$ cat src/rtl/present80_ctr_stream_cipher_unit_assert.svh
// ----------------------------------------------------------------------------
// present80 ctr assertion macros
// shared concurrent assertion forms for the cipher unit
// ----------------------------------------------------------------------------
`ifndef PRESENT80_CTR_STREAM_CIPHER_UNIT_ASSERT_SVH
`define PRESENT80_CTR_STREAM_CIPHER_UNIT_ASSERT_SVH

// same-cycle implication, disabled in reset
`define P80_ASSERT_SAME(label, clk, rst_n, ante, cons) \
    label: assert property (@(posedge clk) disable iff (!rst_n) (ante) |-> (cons)) \
        else $error("p80ctr assertion failed");

// next-cycle implication, disabled in reset
`define P80_ASSERT_NEXT(label, clk, rst_n, ante, cons) \
    label: assert property (@(posedge clk) disable iff (!rst_n) (ante) |=> (cons)) \
        else $error("p80ctr assertion failed");

`endif

$ cat src/rtl/p80ctr_pkg.sv
// ----------------------------------------------------------------------------
// p80ctr package
// types, constants and round functions of the present80 ctr unit
// ----------------------------------------------------------------------------
`default_nettype none

package p80ctr_pkg;

    localparam int BLOCK_W = 64;
    localparam int KEY_W   = 80;
    localparam int KEY_HI_W = 64;
    localparam int KEY_LO_W = 16;
    localparam int CNT_W   = 4;
    localparam int RND_W   = 5;
    localparam int TDATA_W = 72;
    localparam int CFG_IDX_W = 2;
    localparam int CFG_DATA_W = 64;
    localparam int NUM_BYTES = 8;

    localparam logic [RND_W-1:0] LAST_ROUND = 5'd31;

    localparam logic [3:0] SBOX [16] = '{
        4'hC, 4'h5, 4'h6, 4'hB,
        4'h9, 4'h0, 4'hA, 4'hD,
        4'h3, 4'hE, 4'hF, 4'h8,
        4'h4, 4'h7, 4'h1, 4'h2
    };

    typedef enum logic [CFG_IDX_W-1:0] {
        CFG_KEY_UPPER = 2'd0,
        CFG_KEY_LOWER = 2'd1,
        CFG_INIT_CTR  = 2'd2,
        CFG_UNUSED    = 2'd3
    } cfg_index_t;

    typedef enum logic [1:0] {
        ST_IDLE,
        ST_RUN,
        ST_DONE
    } state_t;

    typedef struct packed {
        logic load;
        logic round;
        logic finish;
    } ctrl_cmd_t;

    typedef struct packed {
        logic last_round;
    } ctrl_stat_t;

    function automatic logic [BLOCK_W-1:0] sbox_layer(input logic [BLOCK_W-1:0] x);
        logic [BLOCK_W-1:0] r;
        r = '0;
        for (int n = 0; n < 16; n++)
        begin
            r[n*4 +: 4] = SBOX[x[n*4 +: 4]];
        end
        return r;
    endfunction

    function automatic logic [BLOCK_W-1:0] perm_layer(input logic [BLOCK_W-1:0] x);
        logic [BLOCK_W-1:0] r;
        r = '0;
        for (int i = 0; i < 63; i++)
        begin
            r[(i * 16) % 63] = x[i];
        end
        r[63] = x[63];
        return r;
    endfunction

    function automatic logic [KEY_W-1:0] key_update(input logic [KEY_W-1:0] k,
                                                    input logic [RND_W-1:0] rnd);
        logic [KEY_W-1:0] r;
        r = {k[18:0], k[79:19]};
        r[79:76] = SBOX[r[79:76]];
        r[19:15] = r[19:15] ^ rnd;
        return r;
    endfunction

endpackage

`default_nettype wire

$ cat src/rtl/p80ctr_ctrl.sv
// ----------------------------------------------------------------------------
// p80ctr controller
// sequences load, 31 rounds and output hand-off of one item at a time
// ----------------------------------------------------------------------------
`default_nettype none

module p80ctr_ctrl
(
    input  wire logic                   clk,
    input  wire logic                   rst_n,
    input  wire logic                   s_tvalid,
    output logic                        s_tready,
    output logic                        m_tvalid,
    input  wire logic                   m_tready,
    input  wire p80ctr_pkg::ctrl_stat_t stat,
    output p80ctr_pkg::ctrl_cmd_t       cmd
);

    p80ctr_pkg::state_t state_reg;
    p80ctr_pkg::state_t state_next;
    logic               out_valid_reg;
    logic               out_valid_next;
    logic               out_free;

    assign out_free = !out_valid_reg || m_tready;

    always_comb
    begin
        state_next = state_reg;
        case (state_reg)
            p80ctr_pkg::ST_IDLE:
            begin
                if (s_tvalid)
                begin
                    state_next = p80ctr_pkg::ST_RUN;
                end
            end
            p80ctr_pkg::ST_RUN:
            begin
                if (stat.last_round)
                begin
                    state_next = p80ctr_pkg::ST_DONE;
                end
            end
            p80ctr_pkg::ST_DONE:
            begin
                if (out_free)
                begin
                    state_next = p80ctr_pkg::ST_IDLE;
                end
            end
            default:
            begin
                state_next = p80ctr_pkg::ST_IDLE;
            end
        endcase
    end

    always_comb
    begin
        cmd        = '0;
        s_tready   = 1'b0;
        case (state_reg)
            p80ctr_pkg::ST_IDLE:
            begin
                s_tready = 1'b1;
                cmd.load = s_tvalid;
            end
            p80ctr_pkg::ST_RUN:
            begin
                cmd.round = 1'b1;
            end
            p80ctr_pkg::ST_DONE:
            begin
                cmd.finish = out_free;
            end
            default:
            begin
                cmd = '0;
            end
        endcase
    end

    always_comb
    begin
        out_valid_next = out_valid_reg;
        if (cmd.finish)
        begin
            out_valid_next = 1'b1;
        end
        else if (m_tready)
        begin
            out_valid_next = 1'b0;
        end
    end

    assign m_tvalid = out_valid_reg;

    always_ff @(posedge clk or negedge rst_n)
    begin
        if (!rst_n)
        begin
            state_reg     <= p80ctr_pkg::ST_IDLE;
            out_valid_reg <= 1'b0;
        end
        else
        begin
            state_reg     <= state_next;
            out_valid_reg <= out_valid_next;
        end
    end

`include "present80_ctr_stream_cipher_unit_assert.svh"

    `P80_ASSERT_NEXT(a_load_starts_run, clk, rst_n, cmd.load, state_reg == p80ctr_pkg::ST_RUN)
    `P80_ASSERT_NEXT(a_last_round_done, clk, rst_n,
                     (state_reg == p80ctr_pkg::ST_RUN) && stat.last_round,
                     state_reg == p80ctr_pkg::ST_DONE)
    `P80_ASSERT_NEXT(a_finish_shows_item, clk, rst_n, cmd.finish, m_tvalid && s_tready)
    `P80_ASSERT_SAME(a_no_finish_over_full, clk, rst_n, cmd.finish && m_tvalid, m_tready)

endmodule

`default_nettype wire

$ cat src/rtl/p80ctr_datapath.sv
// ----------------------------------------------------------------------------
// p80ctr datapath
// round unit, on-the-fly key schedule, counter, config and output registers
// ----------------------------------------------------------------------------
`default_nettype none

module p80ctr_datapath
(
    input  wire logic                                clk,
    input  wire logic                                rst_n,
    input  wire logic                                cfg_we,
    input  wire logic [p80ctr_pkg::CFG_IDX_W-1:0]    cfg_index,
    input  wire logic [p80ctr_pkg::CFG_DATA_W-1:0]   cfg_data,
    input  wire logic [p80ctr_pkg::BLOCK_W-1:0]      data_in,
    input  wire logic [p80ctr_pkg::CNT_W-1:0]        byte_count,
    output logic      [p80ctr_pkg::BLOCK_W-1:0]      data_out,
    output logic      [p80ctr_pkg::CNT_W-1:0]        byte_count_out,
    input  wire p80ctr_pkg::ctrl_cmd_t               cmd,
    output p80ctr_pkg::ctrl_stat_t                   stat
);

    logic [p80ctr_pkg::KEY_HI_W-1:0] key_upper_reg;
    logic [p80ctr_pkg::KEY_LO_W-1:0] key_lower_reg;
    logic [p80ctr_pkg::BLOCK_W-1:0]  counter_reg;
    logic [p80ctr_pkg::BLOCK_W-1:0]  state_reg;
    logic [p80ctr_pkg::BLOCK_W-1:0]  state_next;
    logic [p80ctr_pkg::KEY_W-1:0]    rkey_reg;
    logic [p80ctr_pkg::KEY_W-1:0]    rkey_next;
    logic [p80ctr_pkg::RND_W-1:0]    rnd_reg;
    logic [p80ctr_pkg::BLOCK_W-1:0]  data_reg;
    logic [p80ctr_pkg::CNT_W-1:0]    cnt_reg;
    logic [p80ctr_pkg::BLOCK_W-1:0]  data_out_reg;
    logic [p80ctr_pkg::CNT_W-1:0]    cnt_out_reg;
    logic [p80ctr_pkg::BLOCK_W-1:0]  keystream;
    logic [p80ctr_pkg::BLOCK_W-1:0]  byte_mask;
    p80ctr_pkg::cfg_index_t          cfg_sel;

    assign cfg_sel = p80ctr_pkg::cfg_index_t'(cfg_index);

    // one present round
    assign state_next = p80ctr_pkg::perm_layer(
                            p80ctr_pkg::sbox_layer(state_reg ^ rkey_reg[79:16]));
    assign rkey_next  = p80ctr_pkg::key_update(rkey_reg, rnd_reg);

    assign stat.last_round = (rnd_reg == p80ctr_pkg::LAST_ROUND);

    // final whitening
    assign keystream = state_reg ^ rkey_reg[79:16];

    // leading bytes kept while their position is below the count
    always_comb
    begin
        for (int j = 0; j < p80ctr_pkg::NUM_BYTES; j++)
        begin
            byte_mask[p80ctr_pkg::BLOCK_W-1-8*j -: 8] =
                {8{cnt_reg > p80ctr_pkg::CNT_W'(j)}};
        end
    end

    always_ff @(posedge clk or negedge rst_n)
    begin
        if (!rst_n)
        begin
            key_upper_reg <= '0;
            key_lower_reg <= '0;
            counter_reg   <= '0;
        end
        else
        begin
            if (cfg_we)
            begin
                case (cfg_sel)
                    p80ctr_pkg::CFG_KEY_UPPER:
                    begin
                        key_upper_reg <= cfg_data;
                    end
                    p80ctr_pkg::CFG_KEY_LOWER:
                    begin
                        key_lower_reg <= cfg_data[p80ctr_pkg::KEY_LO_W-1:0];
                    end
                    p80ctr_pkg::CFG_INIT_CTR:
                    begin
                        counter_reg <= cfg_data;
                    end
                    default:
                    begin
                    end
                endcase
            end
            else if (cmd.finish && (cnt_reg != '0))
            begin
                counter_reg <= counter_reg + p80ctr_pkg::BLOCK_W'(1);
            end
        end
    end

    always_ff @(posedge clk)
    begin
        if (cmd.load)
        begin
            state_reg <= counter_reg;
            rkey_reg  <= {key_upper_reg, key_lower_reg};
            rnd_reg   <= p80ctr_pkg::RND_W'(1);
            data_reg  <= data_in;
            cnt_reg   <= byte_count;
        end
        else if (cmd.round)
        begin
            state_reg <= state_next;
            rkey_reg  <= rkey_next;
            rnd_reg   <= rnd_reg + p80ctr_pkg::RND_W'(1);
        end
        if (cmd.finish)
        begin
            data_out_reg <= (data_reg ^ keystream) & byte_mask;
            cnt_out_reg  <= cnt_reg;
        end
    end

    assign data_out       = data_out_reg;
    assign byte_count_out = cnt_out_reg;

endmodule

`default_nettype wire

$ cat src/rtl/present80_ctr_stream_cipher_unit.sv
// ----------------------------------------------------------------------------
// present80 ctr stream cipher unit
// counter-mode present-80 over 64-bit blocks of zero to eight leading bytes
// ----------------------------------------------------------------------------
// One item is worked on at a time. After acceptance it passes through the
// single round unit, whose round key is derived on the fly each cycle, then
// through the final key whitening, the byte mask and the move into the output
// register; the controller then returns to idle, where the next item is taken.
// The move into the output register waits as long as the previous result is
// still held there and not taken. The output register lets a finished result
// wait while the next item is accepted and encrypted. The keystream is the
// encrypted running counter, which advances by one per block with a nonzero
// byte count; writing the initial counter register reloads it. Bytes past the
// count come out zero.
// ----------------------------------------------------------------------------
`default_nettype none

module present80_ctr_stream_cipher_unit
(
    input  wire logic                               clk,
    input  wire logic                               rst_n,
    input  wire logic                               cfg_we,
    input  wire logic [p80ctr_pkg::CFG_IDX_W-1:0]   cfg_index,
    input  wire logic [p80ctr_pkg::CFG_DATA_W-1:0]  cfg_data,
    input  wire logic                               s_tvalid,
    output logic                                    s_tready,
    // data_in [63:0], byte_count [67:64], zero [71:68]
    input  wire logic [p80ctr_pkg::TDATA_W-1:0]     s_tdata,
    output logic                                    m_tvalid,
    input  wire logic                               m_tready,
    // data_out [63:0], byte_count_out [67:64], zero [71:68]
    output logic      [p80ctr_pkg::TDATA_W-1:0]     m_tdata
);

    p80ctr_pkg::ctrl_cmd_t             cmd;
    p80ctr_pkg::ctrl_stat_t            stat;
    logic [p80ctr_pkg::BLOCK_W-1:0]    data_out;
    logic [p80ctr_pkg::CNT_W-1:0]      byte_count_out;

    p80ctr_ctrl u_ctrl
    (
        .clk      (clk),
        .rst_n    (rst_n),
        .s_tvalid (s_tvalid),
        .s_tready (s_tready),
        .m_tvalid (m_tvalid),
        .m_tready (m_tready),
        .stat     (stat),
        .cmd      (cmd)
    );

    p80ctr_datapath u_datapath
    (
        .clk            (clk),
        .rst_n          (rst_n),
        .cfg_we         (cfg_we),
        .cfg_index      (cfg_index),
        .cfg_data       (cfg_data),
        .data_in        (s_tdata[p80ctr_pkg::BLOCK_W-1:0]),
        .byte_count     (s_tdata[p80ctr_pkg::BLOCK_W +: p80ctr_pkg::CNT_W]),
        .data_out       (data_out),
        .byte_count_out (byte_count_out),
        .cmd            (cmd),
        .stat           (stat)
    );

    assign m_tdata = {{(p80ctr_pkg::TDATA_W - p80ctr_pkg::BLOCK_W - p80ctr_pkg::CNT_W){1'b0}},
                      byte_count_out, data_out};

endmodule

`default_nettype wire
$ cat config.mk
export PLATFORM = sky130hd
export DESIGN_NAME = present80_ctr_stream_cipher_unit
export DESIGN_NICKNAME = d
export VERILOG_FILES = /design/src/rtl/p80ctr_pkg.sv /design/src/rtl/p80ctr_ctrl.sv /design/src/rtl/p80ctr_datapath.sv /design/src/rtl/present80_ctr_stream_cipher_unit.sv
export VERILOG_INCLUDE_DIRS = /design/src /design/src/rtl
export SDC_FILE = /design/constraint.sdc
export NUM_CORES = 1
export LEC_CHECK = 0
export BUFFER_PORTS_ARGS = -buffer_cell sky130_fd_sc_hd__buf_2
export CORE_MARGIN = 3
export CORE_UTILIZATION = 60
export DETAILED_ROUTE_END_ITERATION = 10
export GPL_TIMING_DRIVEN = 1
export PLACE_DENSITY = 0.81
export SYNTH_ARGS = -nofsm -noshare
export SYNTH_HDL_FRONTEND = slang
export SYNTH_SLANG_ARGS = --single-unit
$ cat constraint.sdc
create_clock -name clk -period 11.9 [get_ports clk]
set_clock_uncertainty 0.05 [all_clocks]
set_input_delay 2.38 -clock clk [delete_from_list [all_inputs] [get_ports clk]]
set_output_delay 2.38 -clock clk [all_outputs]
set_load 0.05 [all_outputs]
==> flow_summary.toml, run 1 <==
[setup_path]
critical-path-slowest-cell = "buf_4"
worst-path-buf-inv = 4
path_common_cell = "buf_4"
rr_endpoint = "u_datapath.counter_reg[21]$_DFFE_PN0P_"
crit_fanout = 66
ff2ff_path_depth = 5
crit_chain = "buf_2 > buf_4 > nor4_2 > buf_4 > nor2_4 > buf_4 > nor4_1 > nor3_1 > nor3_1"
crit_family = "buffers and inverters"
worstSetupStartpointType = "primary input"
worstPathArrival_ps = 5240
crit_type = "primary input to flip-flop"
rr_startpoint = "u_datapath.cnt_reg[1]$_DFFE_PP_"
required_ps = 12300
slowest_delay_ps = 720
r2r_slack_ps = 8360
cp-end-kind = "flip-flop"

[routing]
drc = 0
drt-initial-drc-count = 1866
vias = 16400
via_per_inst = 6.25
dr.pass1.iters = 6
totalWireLength_mm = 62.7
post_drt_wl_per_cell_um = 23.8
final_antenna_net_count = 0

[power]
power_frac_seq_pct = 34.1
p_leak_nw = 10.2
power.switching_w = 0.00321
intPower_w = 0.00456
p_clk_share_pct = 19.5
swShare_pct = 41.3
ir_drop_mv = 0.126
pwr-share-comb_pct = 46.4
total_power_w = 0.00777
powerDensity_mw_per_mm2 = 312

[synthesis]
synth_fa_ha_area_share_pct = 5.04
synth-compound-area-share_pct = 8.56
synth.area.top_cells = "edfxtp_1 (38%), dfrtp_1 (17%), nand2_1 (6.1%), ha_1 (5.0%), mux2_2 (4.4%)"
seq_area_frac_synth_pct = 55.8
yosysTopAreaCell = "edfxtp_1"
yosys-mux-area-fraction_pct = 7.83
synth-xor-area-share_pct = 6.10
synth.distinct_cells = 67
async_flop_share_pct = 34.0
synth.cell_area_mm2 = 0.0218
yosysMostFrequentCell = "nand2_1"
synth_top_family_by_area = "simple AND/OR/NAND/NOR gates"
synth-edff-count = 280
syn_avg_cell_area_um2 = 11.2
synth-main-ff-cell = "edfxtp_1"
netlist_instances = 1942
ys_seq_elements = 432
yosys.area_share.simple_pct = 14.0
yosys_warnings = 0
yosys-top-cells-count = "nand2_1 (357), edfxtp_1 (280), dfrtp_1 (147)"
synth.top_cell.area_share_pct = 38.5

[place]
io_buffers = 208
place.gp.congestion = 0.964
place.detailed.hpwl_mm = 44.3

[timing]
hold_viol = 0
relSlewSlack_pct = 19.0
maxSlewViolCount = 0
rsz0062_at_grt = "false"
post-route-min-period_ps = 4830
tightest_slew_ps = 1210
fmax_ghz = 0.207
setup_violations = 0
finalSetupTns_ps = 0
timing.final.crit_share_pct = 40.6

[die]
die_h_um = 197
start_util_pct = 61.1
rows = 69
coreArea_mm2 = 0.0357
die-area_mm2 = 0.0387
ios = 217
die_x_um = 197

[clock_network]
htreeDepth = 2
cts.sinks = 432
ctsResizeCount = 0
numCtsBuffers = 46
cts_buffer_depth = 3
cts_tree = "built"
cts_setup_buffers = 0
clkTransAtPathRegs_ps = 60
cts_root_buf = "clkbuf_16"
clk_latency_ps = 580
ctsHoldBuffers = 0

[global_routing]
grt_pass1_wl_mm = 94.3
antenna_found_initial = 2
grt_pass1_vias = 15900
grt_overflow_total = 0
track_usage_pct = 32.2
grt_max_degree = 120

[finish]
fillCellCount = 2622
drive_above_1_share_pct = 19.6
fin_util_pct = 69.6
syn2layout_area_growth_pct = 13.8
antenna_cells = 0
nets = 2362
largest_reg_flops = 80

[min_path]
hold_path.startpoint = "u_datapath.key_lower_reg[12]$_DFFE_PN0P_"
hp-class = "flip-flop to flip-flop"
hold_depth = 1
hold_path_end = "u_datapath.key_lower_reg[12]$_DFFE_PN0P_"

[outcome]
status = "complete, no violations"

[job]
maxCapViolCount = 0
==> kinds of logic (layout without fill, tap and decap cells) <==
logic type | Yosys count | count (layout)
AO/OA/AOI/OAI | 312 | 312
AND/OR/NAND/NOR | 681 | 681
other | 1 | 4
XOR/XNOR | 152 | 152
flip-flops | 432 | 432
buffers and inverters | 146 | 370
multiplexers | 130 | 130
adder cells (fa/ha/maj) | 88 | 88
==> routing by layer <==
metal  vias to the layer above  track usage, %  part of all wire [%]  wire [µm]
li1                       7272               -                     -          -
met5                         -               0                 0.043         27
met2                       972            49.3                    45      28300
met4                         4            15.0                   5.1       3200
met3                       171            7.15                    11       6750
met1                      8011            44.6                    39      24400
==> metrics by stage <==
stage | worst slack (ps) | hold WS, ps | cell area, µm² | cells
after floorplan | 5080 | 371 | 21900 | 1945
after global placement | 6640 | 438 | 23300 | 2544
after detailed placement | 6610 | 443 | 23300 | 2544
after CTS | 7200 | 455 | 24900 | 2630
after global routing | 6960 | 466 | 24900 | 2630
final | 7070 | 458 | 24900 | 2630
==> placed cells by master (no fill, tap or decap), drive strengths merged, types with 12 or more instances in the layout <==
cell type,count
nand2,358
edfxtp,280
buf,221
dfrtp,147
nor2,141
o21ai,108
a21oi,99
ha,88
xnor2,87
mux2,86
xor2,65
inv,63
clkbuf,63
nor3,43
nand3,32
mux4,24
mux2i,20
and3,20
and2,20
nand4,17
a211oi,15
nor4,14
o22ai,12
clkinv,12
==> area by class of cell <==
| type | instances | area (µm²) | area share, % |
|---|---|---|---|
| inverters | 63 | 244 | 0.981 |
| clock inverters | 23 | 277 | 1.11 |
| well taps | 461 | 577 | 2.32 |
| repair buffers | 221 | 1140 | 4.60 |
| clock buffers | 63 | 1320 | 5.30 |
| multi-input cells | 1367 | 9120 | 36.7 |
| flip-flops and latches | 432 | 12200 | 49.0 |
==> worst max-delay path by stage <==
stage                                                   endpoint  depth (start not counted)  startpoint  slack, ps
final                     u_datapath.counter_reg[50]$_DFFE_PN0P_                          9      cfg_we       7070
after detailed placement  u_datapath.counter_reg[50]$_DFFE_PN0P_                          9      cfg_we       6610
after CTS                 u_datapath.counter_reg[50]$_DFFE_PN0P_                          9      cfg_we       7200
after global placement    u_datapath.counter_reg[50]$_DFFE_PN0P_                          9      cfg_we       6640
after global routing      u_datapath.counter_reg[50]$_DFFE_PN0P_                          9      cfg_we       6960
after floorplan                 u_datapath.rkey_reg[0]$_DFFE_PP_                          4    s_tvalid       5080
==> power groups by stage <==
stage	logic, W	clock network, W	registers (W)
4_1_cts	0.00356	0.00153	0.00263
3_3_place_gp	0.00333	0	0.00264
6_report	0.00361	0.00151	0.00265
3_5_place_dp	0.00350	0	0.00266
5_1_grt	0.00393	0.00158	0.00268
2_1_floorplan	0.00241	0	0.00254
Note: power is estimated with default switching activity, not from simulation.
==> run 2, diff against run 1 <==
- CORE_UTILIZATION: 60 -> 54
- PLACE_DENSITY: 0.81 -> 0.77
- clock period: 11.9 -> 4.2 ns (I/O delays scaled with it)
==> run 2 against run 1 <==
  * Combinational power grew to 2.8 times the previous value
  * Core utilization is 7.0 points lower
  * Sequential cell count did not move
  * Largest power group unchanged
  * Setup slack got worse by 5900 ps
  * Final cell count rose by 2.6%
  * Global-route usage is 3.3 points lower
  * Sequential power grew to 2.8 times the previous value
  * Highest routed layer unchanged
  * First-iteration DRC count is 1.6% higher
  * Clock-buffer cell count rose by 7
  * Largest cell class unchanged
==> flow_summary.toml, run 2 (same netlist as run 1, synthesis figures left out) <==
[outcome]
status = "complete, no violations"

[setup_path]
ff2ff_path_depth = 6
crit_fanout = 30
rr_endpoint = "u_datapath.counter_reg[51]$_DFFE_PN0P_"
rr_startpoint = "u_datapath.cnt_reg[3]$_DFFE_PP_"
worstPathArrival_ps = 3420
r2r_slack_ps = 1200
worstSetupStartpointType = "flip-flop"
cp-end-kind = "flip-flop"
required_ps = 4620
crit_type = "flip-flop to flip-flop"

[timing]
maxSlewViolCount = 0
relSlewSlack_pct = 19.7
finalSetupTns_ps = 0
fmax_ghz = 0.333
rsz0062_at_grt = "false"
tightest_slew_ps = 1200
post-route-min-period_ps = 3000
hold_viol = 0
timing.final.crit_share_pct = 71.4
setup_violations = 0

[place]
place.gp.congestion = 0.952
dpl_cell_area_mm2 = 0.0234
io_buffers = 208
place.detailed.hpwl_mm = 45.3

[finish]
fin_area_mm2 = 0.0249
final_common_cell = "nand2_1"
fillCellCount = 3189
fin_util_pct = 62.5
nets = 2367
drive_above_1_share_pct = 19.5
syn2layout_area_growth_pct = 14.0
largest_reg_flops = 80
antenna_cells = 0
seqCellArea_mm2 = 0.0122
multi_input_area_mm2 = 0.00913
most-common-layout-cells = "nand2_1 (355), edfxtp_1 (280), buf_2 (207), dfrtp_1 (147), nor2_1 (138)"

[routing]
final_antenna_net_count = 0
vias = 16300
dr.pass1.iters = 5
drt-initial-drc-count = 1895
via_per_inst = 6.04
drc = 0
post_drt_wl_per_cell_um = 23.5
totalWireLength_mm = 63.4

[power]
total_power_w = 0.0217
powerDensity_mw_per_mm2 = 870
p_leak_nw = 10.2
ir_drop_mv = 0.414

[die]
die_h_um = 207
start_util_pct = 54.8
die-area_mm2 = 0.0429
die_x_um = 207
ios = 217
coreArea_mm2 = 0.0398
rows = 73

[clock_network]
ctsHoldBuffers = 0
cts_setup_buffers = 0
cts.sinks = 432
clk_latency_ps = 590
clkTransAtPathRegs_ps = 60
cts_root_buf = "clkbuf_16"
htreeDepth = 2
cts_tree = "built"
numCtsBuffers = 46
cts_buffer_depth = 3
ctsResizeCount = 0

[global_routing]
track_usage_pct = 29.0
grt_overflow_total = 0
grt_pass1_wl_mm = 95.3
grt_max_degree = 146
grt_pass1_vias = 15800
antenna_found_initial = 3

[min_path]
hp-class = "primary input to asynchronous set/reset pin"

[job]
maxCapViolCount = 0
==> run 2: changes by cell type in the layout (fill, tap and decap cells not counted), moves of 2 or more <==
cell        previous run  this run
clkbuf_1              10        17
buf_12                 0         4
bufinv_16              6         2
clkinvlp_4             5         1
clkbuf_16             49        46
clkbuf_8               4         7
inv_6                  0         3
clkinv_2               7         5
==> run 2: worst max-delay path by stage <==
stage,startpoint,to,slack (ps),cells after the start
floorplan,u_ctrl.state_reg[1]$_DFFE_PN0P_,u_datapath.rkey_reg[0]$_DFFE_PP_,30,5
detailed placement,u_datapath.cnt_reg[1]$_DFFE_PP_,u_datapath.counter_reg[51]$_DFFE_PN0P_,1220,6
CTS,u_datapath.cnt_reg[1]$_DFFE_PP_,u_datapath.counter_reg[51]$_DFFE_PN0P_,1220,6
global placement,u_datapath.cnt_reg[1]$_DFFE_PP_,u_datapath.counter_reg[51]$_DFFE_PN0P_,1250,6
global route,u_datapath.cnt_reg[3]$_DFFE_PP_,u_datapath.counter_reg[51]$_DFFE_PN0P_,1020,6
finish,u_datapath.cnt_reg[3]$_DFFE_PP_,u_datapath.counter_reg[51]$_DFFE_PN0P_,1200,6
==> run 2: through the flow <==
step	hold slack, ps	std cells	setup slack [ps]
3_3_place_gp	427	2613	1250
3_5_place_dp	441	2613	1220
5_1_grt	363	2699	1020
6_report	319	2699	1200
2_1_floorplan	371	1945	31.1
4_1_cts	344	2699	1220
==> run 2: where the power goes <==
part           internal (W)  total, W  switching, W
sequential          0.00655   0.00751      0.000959
combinational       0.00381    0.0102       0.00636
clock               0.00228   0.00398       0.00170
==> run 2: worst max-delay path, stage by stage (launching register included) <==
cell and delay [ps]:
edfxtp_1 610, nor4_4 730, nor4_2 180, nor2_4 600, buf_4 420, a21oi_1 90, o22a_1 200
==> run 2: area by class of cell <==
cell class / count / share of cell area (%)
Sequential cell: 432 / 48.9
Multi-Input combinational cell: 1367 / 36.6
Clock buffer: 70 / 5.26
Timing Repair Buffer: 226 / 4.95
Tap cell: 525 / 2.64
Inverter: 63 / 0.980
Clock inverter: 16 / 0.603
==> run 2: routing by layer <==
layer  GRT usage [%]  wire length [µm]  vias to the layer above
met5               0                13                        -
met4            10.3              2450                        2
met3            6.60              6460                      130
met2            44.9             28900                      830
met1            40.5             25600                     8069
li1                -                 -                     7271
